[src/rtl/ccte_pkg.sv]
`default_nettype none

package ccte_pkg;

  localparam logic [4:0] TsLen   = 5'd19;
  localparam logic [4:0] DateLen = 5'd10;
  localparam logic [7:0] CharZero = 8'h30;
  localparam logic [7:0] CharNine = 8'h39;

  // floor(y / 400) as (y * EraRecip) >> EraShift, exact for 14-bit y
  localparam logic [12:0] EraRecip = 13'd5243;
  localparam int unsigned EraShift = 21;
  // floor(yoe / 100) as (yoe * CentRecip) >> CentShift, exact for yoe < 400
  localparam logic [5:0] CentRecip = 6'd41;
  localparam int unsigned CentShift = 12;

  localparam int unsigned QueueDepth = 2;
  localparam int unsigned QPtrW = $clog2(QueueDepth);
  localparam int unsigned QCntW = $clog2(QueueDepth + 1);

  typedef enum logic [1:0] {
    StOk       = 2'd0,
    StShort    = 2'd1,
    StBadDigit = 2'd2,
    StMonth    = 2'd3
  } status_e;

  typedef enum logic [2:0] {
    FldNone, FldYear, FldMonth, FldDay, FldHour, FldMin, FldSec
  } digit_fld_e;

  typedef enum logic [2:0] {
    BkIdle, BkEra, BkYoe, BkDoe, BkDays, BkMul, BkFin
  } back_state_e;

  typedef struct packed {
    logic [7:0] char_byte;
    logic       has_char;
    logic       field_end;
  } in_req_t;

  typedef struct packed {
    logic signed [38:0] epoch_value;
    logic [1:0]         status;
  } result_t;

  typedef struct packed {
    logic [13:0] year;
    logic [6:0]  month;
    logic [6:0]  day;
    logic [6:0]  hour;
    logic [6:0]  minute;
    logic [6:0]  second;
    logic        fmt;
    status_e     status;
  } job_t;

  function automatic digit_fld_e digit_field(input logic [4:0] pos);
    digit_fld_e fld;
    if (pos inside {[5'd0:5'd3]}) fld = FldYear;
    else if (pos inside {5'd5, 5'd6}) fld = FldMonth;
    else if (pos inside {5'd8, 5'd9}) fld = FldDay;
    else if (pos inside {5'd11, 5'd12}) fld = FldHour;
    else if (pos inside {5'd14, 5'd15}) fld = FldMin;
    else if (pos inside {5'd17, 5'd18}) fld = FldSec;
    else fld = FldNone;
    return fld;
  endfunction

  // days before the first of the month, year starting in march
  function automatic logic [8:0] month_offset(input logic [3:0] m);
    logic [8:0] off;
    case (m)
      4'd3:    off = 9'd0;
      4'd4:    off = 9'd31;
      4'd5:    off = 9'd61;
      4'd6:    off = 9'd92;
      4'd7:    off = 9'd122;
      4'd8:    off = 9'd153;
      4'd9:    off = 9'd184;
      4'd10:   off = 9'd214;
      4'd11:   off = 9'd245;
      4'd12:   off = 9'd275;
      4'd1:    off = 9'd306;
      4'd2:    off = 9'd337;
      default: off = 9'd0;
    endcase
    return off;
  endfunction

endpackage

`default_nettype wire

[src/rtl/civil_date_time_to_epoch.sv]
// Parses a date (YYYY-MM-DD) or timestamp (YYYY-MM-DD HH:MM:SS) field one character
// per request and returns, per field end, days or seconds since 1970-01-01 with a
// status code. The front parser takes one character every cycle unless the queue is
// full; each finished field goes through a two-entry queue into a calendar converter
// that takes one field at a time: the queue pop, five arithmetic steps and the result
// load, which waits for a free output register. full rises when fields end faster than
// the converter finishes them or while results are not popped. A result waits in an
// output register while the converter works on the next field. field_format is written
// through cfg_we_i/cfg_wdata_i by the user only while the block is idle; not enforced.

`default_nettype none

module civil_date_time_to_epoch import ccte_pkg::*; (
  input  logic    clk_i,
  input  logic    rst_ni,
  input  logic    push,
  input  in_req_t in_req_i,
  output logic    full,
  input  logic    pop,
  output result_t res_o,
  output logic    empty,
  input  logic    cfg_we_i,
  input  logic    cfg_wdata_i
);

  logic fmt_q;
  logic accept;
  logic job_push;
  job_t job_in, job_out;
  logic q_full, q_empty, q_pop;

  always_ff @(posedge clk_i or negedge rst_ni) begin
    if (!rst_ni) begin
      fmt_q <= 1'b0;
    end else if (cfg_we_i) begin
      fmt_q <= cfg_wdata_i;
    end
  end

  assign full   = q_full;
  assign accept = push && !q_full;

  ccte_front u_front (
    .clk_i      (clk_i),
    .rst_ni     (rst_ni),
    .accept_i   (accept),
    .req_i      (in_req_i),
    .fmt_i      (fmt_q),
    .job_push_o (job_push),
    .job_o      (job_in)
  );

  ccte_queue u_queue (
    .clk_i   (clk_i),
    .rst_ni  (rst_ni),
    .push_i  (job_push),
    .data_i  (job_in),
    .pop_i   (q_pop),
    .data_o  (job_out),
    .full_o  (q_full),
    .empty_o (q_empty)
  );

  ccte_back u_back (
    .clk_i     (clk_i),
    .rst_ni    (rst_ni),
    .q_empty_i (q_empty),
    .job_i     (job_out),
    .q_pop_o   (q_pop),
    .pop_i     (pop),
    .res_o     (res_o),
    .empty_o   (empty)
  );

endmodule

`default_nettype wire

[src/rtl/ccte_front.sv]
`default_nettype none

module ccte_front import ccte_pkg::*; (
  input  logic    clk_i,
  input  logic    rst_ni,
  input  logic    accept_i,
  input  in_req_t req_i,
  input  logic    fmt_i,
  output logic    job_push_o,
  output job_t    job_o
);

  logic [4:0]  pos_q, pos_d;
  logic [13:0] year_q, year_d;
  logic [6:0]  month_q, month_d, day_q, day_d;
  logic [6:0]  hour_q, hour_d, min_q, min_d, sec_q, sec_d;
  logic        bad_q, bad_d;

  logic [4:0]  lim;
  logic [3:0]  dval;
  logic        is_digit;
  digit_fld_e  fld;
  status_e     status;

  always_comb begin
    pos_d      = pos_q;
    year_d     = year_q;
    month_d    = month_q;
    day_d      = day_q;
    hour_d     = hour_q;
    min_d      = min_q;
    sec_d      = sec_q;
    bad_d      = bad_q;
    job_push_o = 1'b0;
    lim        = fmt_i ? TsLen : DateLen;
    dval       = 4'(req_i.char_byte - CharZero);
    is_digit   = req_i.char_byte inside {[CharZero:CharNine]};
    fld        = digit_field(pos_q);

    if (accept_i && req_i.has_char) begin
      if ((pos_q < lim) && (fld != FldNone)) begin
        if (!is_digit) begin
          bad_d = 1'b1;
        end else begin
          case (fld)
            FldYear:  year_d  = year_q * 14'd10 + 14'(dval);
            FldMonth: month_d = month_q * 7'd10 + 7'(dval);
            FldDay:   day_d   = day_q * 7'd10 + 7'(dval);
            FldHour:  hour_d  = hour_q * 7'd10 + 7'(dval);
            FldMin:   min_d   = min_q * 7'd10 + 7'(dval);
            FldSec:   sec_d   = sec_q * 7'd10 + 7'(dval);
            default:  ;
          endcase
        end
      end
      if (pos_q < TsLen) pos_d = pos_q + 5'd1;
    end

    // too short beats bad digit, which beats bad month
    if (pos_d < lim) status = StShort;
    else if (bad_d) status = StBadDigit;
    else if ((month_d < 7'd1) || (month_d > 7'd12)) status = StMonth;
    else status = StOk;

    job_o.year   = year_d;
    job_o.month  = month_d;
    job_o.day    = day_d;
    job_o.hour   = hour_d;
    job_o.minute = min_d;
    job_o.second = sec_d;
    job_o.fmt    = fmt_i;
    job_o.status = status;

    if (accept_i && req_i.field_end) begin
      job_push_o = 1'b1;
      pos_d   = '0;
      year_d  = '0;
      month_d = '0;
      day_d   = '0;
      hour_d  = '0;
      min_d   = '0;
      sec_d   = '0;
      bad_d   = 1'b0;
    end
  end

  always_ff @(posedge clk_i or negedge rst_ni) begin
    if (!rst_ni) begin
      pos_q   <= '0;
      year_q  <= '0;
      month_q <= '0;
      day_q   <= '0;
      hour_q  <= '0;
      min_q   <= '0;
      sec_q   <= '0;
      bad_q   <= 1'b0;
    end else begin
      pos_q   <= pos_d;
      year_q  <= year_d;
      month_q <= month_d;
      day_q   <= day_d;
      hour_q  <= hour_d;
      min_q   <= min_d;
      sec_q   <= sec_d;
      bad_q   <= bad_d;
    end
  end

endmodule

`default_nettype wire

[src/rtl/ccte_queue.sv]
`default_nettype none

module ccte_queue import ccte_pkg::*; (
  input  logic clk_i,
  input  logic rst_ni,
  input  logic push_i,
  input  job_t data_i,
  input  logic pop_i,
  output job_t data_o,
  output logic full_o,
  output logic empty_o
);

  job_t             mem_q [QueueDepth];
  logic [QPtrW-1:0] wr_ptr_q, rd_ptr_q;
  logic [QCntW-1:0] cnt_q;
  logic             do_push, do_pop;

  assign full_o  = (cnt_q == QCntW'(QueueDepth));
  assign empty_o = (cnt_q == '0);
  assign do_push = push_i && !full_o;
  assign do_pop  = pop_i && !empty_o;
  assign data_o  = mem_q[rd_ptr_q];

  always_ff @(posedge clk_i or negedge rst_ni) begin
    if (!rst_ni) begin
      wr_ptr_q <= '0;
      rd_ptr_q <= '0;
      cnt_q    <= '0;
    end else begin
      if (do_push) wr_ptr_q <= wr_ptr_q + 1'b1;
      if (do_pop) rd_ptr_q <= rd_ptr_q + 1'b1;
      if (do_push && !do_pop) cnt_q <= cnt_q + 1'b1;
      else if (do_pop && !do_push) cnt_q <= cnt_q - 1'b1;
    end
  end

  always_ff @(posedge clk_i) begin
    if (do_push) mem_q[wr_ptr_q] <= data_i;
  end

endmodule

`default_nettype wire

[src/rtl/ccte_back.sv]
`default_nettype none

module ccte_back import ccte_pkg::*; (
  input  logic    clk_i,
  input  logic    rst_ni,
  input  logic    q_empty_i,
  input  job_t    job_i,
  output logic    q_pop_o,
  input  logic    pop_i,
  output result_t res_o,
  output logic    empty_o
);

  back_state_e state_q, state_d;
  logic        load;
  logic        out_free;

  job_t               job_q;
  logic signed [14:0] ym1;
  logic [26:0]        era_prod;
  logic signed [14:0] ym1_q;
  logic signed [6:0]  era_q;
  logic signed [10:0] doy_q;
  logic signed [15:0] yoe_full;
  logic [8:0]         yoe_q;
  logic signed [23:0] era146_q;
  logic [17:0]        yoe365;
  logic [14:0]        cent_prod;
  logic [18:0]        doe_u;
  logic signed [18:0] doe_q;
  logic signed [23:0] days_q;
  logic signed [38:0] mul_q;
  logic [18:0]        hms_q;
  logic signed [38:0] value;

  logic    res_valid_q;
  result_t res_q;

  assign out_free = !res_valid_q || pop_i;
  assign empty_o  = !res_valid_q;
  assign res_o    = res_q;

  always_ff @(posedge clk_i or negedge rst_ni) begin
    if (!rst_ni) begin
      state_q <= BkIdle;
    end else begin
      state_q <= state_d;
    end
  end

  always_comb begin
    state_d = state_q;
    q_pop_o = 1'b0;
    load    = 1'b0;
    case (state_q)
      BkIdle: begin
        if (!q_empty_i) begin
          q_pop_o = 1'b1;
          state_d = BkEra;
        end
      end
      BkEra:  state_d = BkYoe;
      BkYoe:  state_d = BkDoe;
      BkDoe:  state_d = BkDays;
      BkDays: state_d = BkMul;
      BkMul:  state_d = BkFin;
      BkFin: begin
        if (out_free) begin
          load    = 1'b1;
          state_d = BkIdle;
        end
      end
      default: state_d = BkIdle;
    endcase
  end

  // year counted from march, so jan and feb belong to the year before
  assign ym1 = $signed({1'b0, job_q.year}) - ((job_q.month <= 7'd2) ? 15'sd1 : 15'sd0);
  assign era_prod  = 27'(ym1[13:0]) * 27'(EraRecip);
  assign yoe_full  = 16'(ym1_q) - era_q * 16'sd400;
  assign yoe365    = 18'(yoe_q) * 18'd365;
  assign cent_prod = 15'(yoe_q) * 15'(CentRecip);
  assign doe_u     = 19'(yoe365) + 19'(yoe_q[8:2]) - 19'(cent_prod >> CentShift);

  always_comb begin
    if (job_q.status != StOk) value = '0;
    else if (job_q.fmt) value = mul_q + $signed({20'b0, hms_q});
    else value = 39'(days_q);
  end

  always_ff @(posedge clk_i) begin
    if (q_pop_o) job_q <= job_i;
    case (state_q)
      BkEra: begin
        ym1_q <= ym1;
        era_q <= ym1[14] ? -7'sd1 : $signed({1'b0, era_prod[26:EraShift]});
        doy_q <= $signed({2'b0, month_offset(job_q.month[3:0])})
               + $signed({4'b0, job_q.day}) - 11'sd1;
      end
      BkYoe: begin
        yoe_q    <= yoe_full[8:0];
        era146_q <= era_q * 24'sd146097;
      end
      BkDoe:  doe_q <= $signed(doe_u) + 19'(doy_q);
      BkDays: days_q <= era146_q + 24'(doe_q) - 24'sd719468;
      BkMul: begin
        mul_q <= days_q * 39'sd86400;
        hms_q <= 19'(job_q.hour) * 19'd3600 + 19'(job_q.minute) * 19'd60
               + 19'(job_q.second);
      end
      default: ;
    endcase
    if (load) begin
      res_q.epoch_value <= value;
      res_q.status      <= job_q.status;
    end
  end

  always_ff @(posedge clk_i or negedge rst_ni) begin
    if (!rst_ni) begin
      res_valid_q <= 1'b0;
    end else if (load) begin
      res_valid_q <= 1'b1;
    end else if (pop_i) begin
      res_valid_q <= 1'b0;
    end
  end

endmodule

`default_nettype wire

[config.mk]
export PLATFORM = sky130hd
export DESIGN_NAME = civil_date_time_to_epoch
export DESIGN_NICKNAME = d
export VERILOG_FILES = /design/src/rtl/ccte_pkg.sv /design/src/rtl/civil_date_time_to_epoch.sv /design/src/rtl/ccte_front.sv /design/src/rtl/ccte_queue.sv /design/src/rtl/ccte_back.sv
export SDC_FILE = /design/constraint.sdc
export NUM_CORES = 2
export LEC_CHECK = 0
export ABC_AREA = 1
export BUFFER_PORTS_ARGS = -buffer_cell sky130_fd_sc_hd__buf_4
export CAP_MARGIN = 0
export CORE_ASPECT_RATIO = 0.7
export CORE_MARGIN = 2
export CORE_UTILIZATION = 55
export CTS_CLUSTER_DIAMETER = 80
export DETAILED_ROUTE_END_ITERATION = 10
export PLACE_DENSITY = 0.71
export SYNTH_ARGS = -nofsm -noshare
export SYNTH_HDL_FRONTEND = slang
export SYNTH_SLANG_ARGS = --single-unit
export TNS_END_PERCENT = 50
[constraint.sdc]
create_clock -name clk_i -period 13.2 [get_ports clk_i]
set_input_delay 1.32 -clock clk_i [delete_from_list [all_inputs] [get_ports clk_i]]
set_output_delay 1.32 -clock clk_i [all_outputs]
set_load 0.005 [all_outputs]
Word level (Yosys, flattened, before mapping)
Memory sizes are Yosys's and may differ from the RTL's. A register that Yosys moved wholly into a read port is not among the register bits.
Index checks and enable logic that the tools add are counted.
Operators by class
  add/subtract/negate cells: 24
  $mul: 14
  divide/modulo/power cells: 0
  $lt $le $gt $ge: 10
  equality and inequality tests: 25
  shifts and indexed selects: 0
  mux-type cells: 65
  bitwise operators: 0
  reductions and logical operators: 29
Operator list (number)
  $mux 7: 26
  $mux 14: 5
  $add 39x20->39: 1
  $mux 39: 1
  $add 7x4->7: 5
  $mul 7x3->6 const B: 5
  $mul 24x11->32 const B: 1
  $eq 5x4->1 const B: 6
  $mul 14x13->27 const B: 1
  $add 24x19->24: 1
  $mul 7x19->24 const B: 1
  $mux 3: 8
  $sub 24x21->24 const B: 1
  $pmux 3 s7: 1
  $mux 5: 4
  $add 18x7->19: 1
  $add 19x11->19: 1
  $add 19x13->19: 1
  $add 19x7->19: 1
  $sub 19x3->19: 1
  $eq 3x3->1 const B: 6
  $mul 9x9->18 const B: 1
  $reduce_bool 2->1: 8
  $mul 7x8->15 const B: 1
  40 further kinds: 79
Storage, ports and cells
  register bits after elaboration: 259
  latch bits: 0
  bits in writable memories: 104
  memory bits (read-only): 144
  bits of input ports: 16
  output and inout port bits: 43
  logic and storage cells: 195
  memories kept: 2
Memories
  (name not given): depth 16, bits a word 9, rd ports 1, clocked after memory_dff 0, write ports 0, line ccte_pkg.sv:73  | case (m)
  u_queue.mem_q: depth 2, bits a word 52, rd ports 1, clocked after memory_dff 1, write ports 1, line ccte_queue.sv:14  | job_t mem_q [QueueDepth];

Longest topological paths before layout
  word-level depth: 18
  depth in mapped cells: 40
  depth with buffers taken out: 40

Hierarchy
From an unflattened synthesis, not the netlist that was laid out.
Unflattened totals
  cell total of the unflattened synthesis: 4156
  area total of the unflattened synthesis: 37855.1 sq um
By module, submodules not included
  ccte_back: instances 1, cells an instance 3172, area each 28665.0 sq um, seq. area each 7697.4 sq um
  ccte_front: instances 1, cells an instance 674, area each 5103.6 sq um, seq. area each 1376.3 sq um
  ccte_queue: instances 1, cells an instance 303, area each 4038.9 sq um, seq. area each 3223.1 sq um
  civil_date_time_to_epoch: instances 1, cells an instance 7, area each 47.5 sq um, seq. area each 25.0 sq um

Worst setup path after synthesis
OpenSTA, ideal clock, no wires.
  path kind: register to register
  from: register u_back.job_q[33] (netlist name)
  to: register u_back.era_q[5] (data pin)
  arrival: 6.354 ns
  required time: 12.946 ns
  path slack: 6.592 ns
  stages on the path, launching flop included: 32
  path buffers: 1
  clock period less this slack: 6.608 ns
  path through: edfxtp_1 > clkbuf_1 > nor2_1 > o21ai_0 > nor4_1 > ha_1 > nand3_1 > nor3_1 > nand2_1 > nor2_1 > nand3b_1 > nor3_1 > xor2_1 > inv_1 > fa_1 > ha_1 > fa_1 > fa_1 > inv_1 > fa_1 > inv_1 > ha_1 > a21oi_1 > inv_1 > a31oi_1 > nor2_1 > a311oi_1 > nand2_1 > nand2_1 > nand2_1 > nand2_1 > nand2_1
On the way
  longest elaborated chain between the ends: 4
RTL lines
  $le 7x2->1 (*): line ccte_back.sv:78  | assign ym1 = $signed({1'b0, job_q.year}) - ((job_q.month <= 7'd2) ? 15'sd1 : 15'sd0);
  $mux 1 (*): line ccte_back.sv:78
  $sub 14x1->15 (*): line ccte_back.sv:78
  $mul 14x13->27: line ccte_back.sv:79  | assign era_prod = 27'(ym1[13:0]) * 27'(EraRecip);
  to (signal assigned): line ccte_back.sv:96  | era_q <= ym1[14] ? -7'sd1 : $signed({1'b0, era_prod[26:EraShift]});
  to (decl): line ccte_back.sv:22  | logic signed [6:0] era_q;
Mark *: on every way between the ends. The rest lies on a longest branch, timed or not.
A chain may end at the register's enable or synchronous reset.

Worst setup path in the final report
  from: register u_back.job_q[31] (netlist name)
  to: register u_back.era_q[5] (data pin)
On the way
  longest elaborated chain between the ends: 4
RTL lines (line)
  $le 7x2->1 (*): ccte_back.sv:78
  $mux 1 (*): ccte_back.sv:78
  $sub 14x1->15 (*): ccte_back.sv:78
  $mul 14x13->27: ccte_back.sv:79
Marks and branches as above.

==> impl_metrics.env <==
export IMPL_io_buffers=58
export IMPL_first_pass_iters=6
export IMPL_crit_path_end_kind="flip-flop"
export IMPL_drive_above_1_share_pct=5.87
export IMPL_grt_total_usage_pct=23.0
export IMPL_path_clk_slew_ps=60
export IMPL_yosysWarnings=0
export IMPL_finalCriticalPeriod_ps=7650
export IMPL_numCtsBuffers=43
export IMPL_fmax_mhz=131
export IMPL_clockBufferDepth=3
export IMPL_wire_per_inst_um=15.9
export IMPL_cts_resized=0
export IMPL_drv_slew=0
export IMPL_avgSynthCellArea_um2=9.72
export IMPL_final_util_pct=60.1
export IMPL_finalCritPeriodShare_pct=58.0
export IMPL_core_mm2=0.0645
export IMPL_synth_edf_count=351
export IMPL_slew_headroom_pct=25.6
export IMPL_post_cts_buffers=0
export IMPL_hold_viol_final=0
export IMPL_drc=0
export IMPL_totalWireLength_um=74200
export IMPL_cp_arrival_ps=7990
export IMPL_die_h_um=217
export IMPL_die_area_mm2=0.0671
export IMPL_fin_nets=4586
export IMPL_routabilityCongestion=0.896
export IMPL_tightest_slew_ps=1110
export IMPL_synth_seq_cells=415
export IMPL_grt_pass1_wl_um=123000
export IMPL_grt_pass1_vias=24150
export IMPL_synth_cell_type_count=58
export IMPL_num_io_pins=59
export IMPL_cts_root_buf="clkbuf_16"
export IMPL_synthCells=3680
export IMPL_yosysTopAreaCell="edfxtp_1"
export IMPL_antenna_found_initial=0
export IMPL_cts_tree="built"
export IMPL_cts_sinks=415
export IMPL_grt_max_degree=65
export IMPL_syn_area_mm2=0.0358
export IMPL_hp_class="flip-flop to flip-flop"
export IMPL_rsz0062_at_grt="no"
export IMPL_yosysSeqAreaShare_pct=33.9
export IMPL_critical_path_class="flip-flop to flip-flop"
export IMPL_nFillCells=5432
export IMPL_setup_violations=0
export IMPL_crit_top_cell="nand2_1"
export IMPL_start_kind="flip-flop"
export IMPL_rows=78
export IMPL_finalSetupTns_ps=0
export IMPL_diodes=0
export IMPL_synth_top_area_share_pct=29.5
export IMPL_vias=24164
export IMPL_start_util_pct=55.4
export IMPL_r2r_setup_slack_ps=5550
export IMPL_overflow=0
export IMPL_maxCapViolCount=0
export IMPL_synthToLayoutAreaGrowth_pct=8.44
export IMPL_status="complete, no violations"
export IMPL_path_max_fanout=4
export IMPL_viasPerCell=5.17
export IMPL_cts_hold_buf=0
export IMPL_cpMaxStageDelayCell="fa_1"
export IMPL_antenna_left=0
export IMPL_finClkSkew_ps=42.2
export IMPL_dp_hpwl_um=59500
export IMPL_drt_iter0_markers=1500
export IMPL_async_flop_share_pct=15.4
export IMPL_required_ps=13540
export IMPL_synth_area_leaders="edfxtp_1 (29%), ha_1 (20%), fa_1 (14%)"
export IMPL_synth_nets=4502
export IMPL_htree_levels=2
export IMPL_synth_ff_type="edfxtp_1"
export IMPL_clock_latency_ps=590
export IMPL_die_w_um=309
export IMPL_slowest_delay_ps=560
[worst max-delay path, delay by kind of cell (launching register included)]
family | cells | cell delay, ps
flops | 1 | 420
compound gates | 4 | 880
fa+ha+maj | 8 | 3240
simple gates | 13 | 1850
buf+inv | 5 | 550
xor+xnor | 1 | 490
[cells in the final DEF (no fill, tap or decap), types with 8 or more instances in the layout]
cell	n
inv_1	773
nand2_1	563
ha_1	561
edfxtp_1	351
fa_1	245
a21oi_1	235
nor2_1	175
xor2_1	131
o21ai_0	108
nand3_1	98
xnor2_1	85
buf_4	73
dfrtp_1	64
clkbuf_16	45
nand4_1	29
nor3_1	24
or2_2	16
o21bai_1	15
a31oi_1	13
a211oi_1	13
nand3_2	11
a21o_1	10
inv_2	10
nor4_1	9
nand2_2	9
a21oi_2	9
clkinv_2	9
a21boi_0	8
o211ai_1	8
[per-layer routing]
layer	global-route usage [%]	up-vias	wire, µm
met5	0	-	0
met4	6.85	0	2010
met3	3.35	97	3650
met2	36.7	480	33200
met1	32.7	11412	35400
li1	-	12175	-
[synthesized netlist by cell type (10+ instances only)]
library cell and number:
a211oi_1 13, a21o_1 10, a21oi_1 235, a31oi_1 13, clkbuf_1 26, dfrtp_1 64, edfxtp_1 351, fa_1 245
ha_1 561, inv_1 774, nand2_1 563, nand3_1 98, nand3_2 11, nand4_1 29, nor2_1 180, nor3_1 27
o21ai_0 108, o21bai_1 15, or2_2 16, xnor2_1 85, xor2_1 131
[final cells by class]
type / instances / area, µm² / share of cell area (%)
clock buffer: 50 / 1170 / 3.03
inverter: 783 / 2940 / 7.58
tap: 880 / 1100 / 2.84
multi-input combinational: 2448 / 20600 / 53.1
sequential: 415 / 12100 / 31.3
timing repair buffer: 73 / 548 / 1.41
clock inverter: 28 / 290 / 0.748
[cell families (layout without fill, tap and decap cells)]
| family | after synthesis | after routing | synth area share [%] |
|---|---|---|---|
| AOI/OAI and AO/OA | 455 | 455 | 7.16 |
| and+or+nand+nor | 970 | 970 | 11.6 |
| xor gates and xnor gates | 216 | 216 | 5.29 |
| muxes | 1 | 1 | 0.0280 |
| buffers and inverters | 817 | 934 | 8.62 |
| adders and majority gates | 806 | 806 | 33.3 |
| DFF | 415 | 415 | 33.9 |
[registers in the layout (all words and copies together), names as in the netlist, 2 cells and up]
name	cells
u_back.res_o	41
u_front.hour_q	7
u_front.min_q	7
u_back.mul_q	32
u_front.day_q	7
u_back.state_q	3
u_back.doy_q	11
u_front.pos_q	5
u_queue.mem_q	104
u_front.month_q	7
u_front.sec_q	7
u_back.era_q	7
u_front.year_q	14
u_back.job_q	52
u_back.era146_q	24
u_back.hms_q	19
u_queue.cnt_q	2
u_back.yoe_q	9
u_back.doe_q	19
u_back.days_q	24
u_back.ym1_q	9
[final timing paths]
path	from	end	depth (start not counted)
setup / recovery	u_back.job_q[31]$_DFFE_PP_	u_back.era_q[5]$_SDFFCE_PP1P_	31
hold / removal	u_back.ym1_q[0]$_DFFE_PP_	u_back.yoe_q[0]$_DFFE_PP_	0
setup reg to reg	u_back.job_q[31]$_DFFE_PP_	u_back.era_q[5]$_SDFFCE_PP1P_	31
hold reg to reg	u_back.ym1_q[0]$_DFFE_PP_	u_back.yoe_q[0]$_DFFE_PP_	0
max in group asynchronous	rst_ni	u_front.hour_q[5]$_DFF_PN0_	1
min in group asynchronous	rst_ni	u_front.year_q[11]$_DFF_PN0_	1
[metrics by stage]
stage	area (µm²)	worst slack (ps)	cells	hold slack, ps
floorplan	35800	6590	3680	400
finish	38800	5550	4677	423
CTS	38800	5490	4677	422
global route	38800	4910	4677	427
detailed placement	37300	5530	4599	406
global placement	37300	5720	4599	416
Power is left out: the tool's default activity adds up to more than one toggle a clock period on the data nets, which glitch-free logic cannot reach.
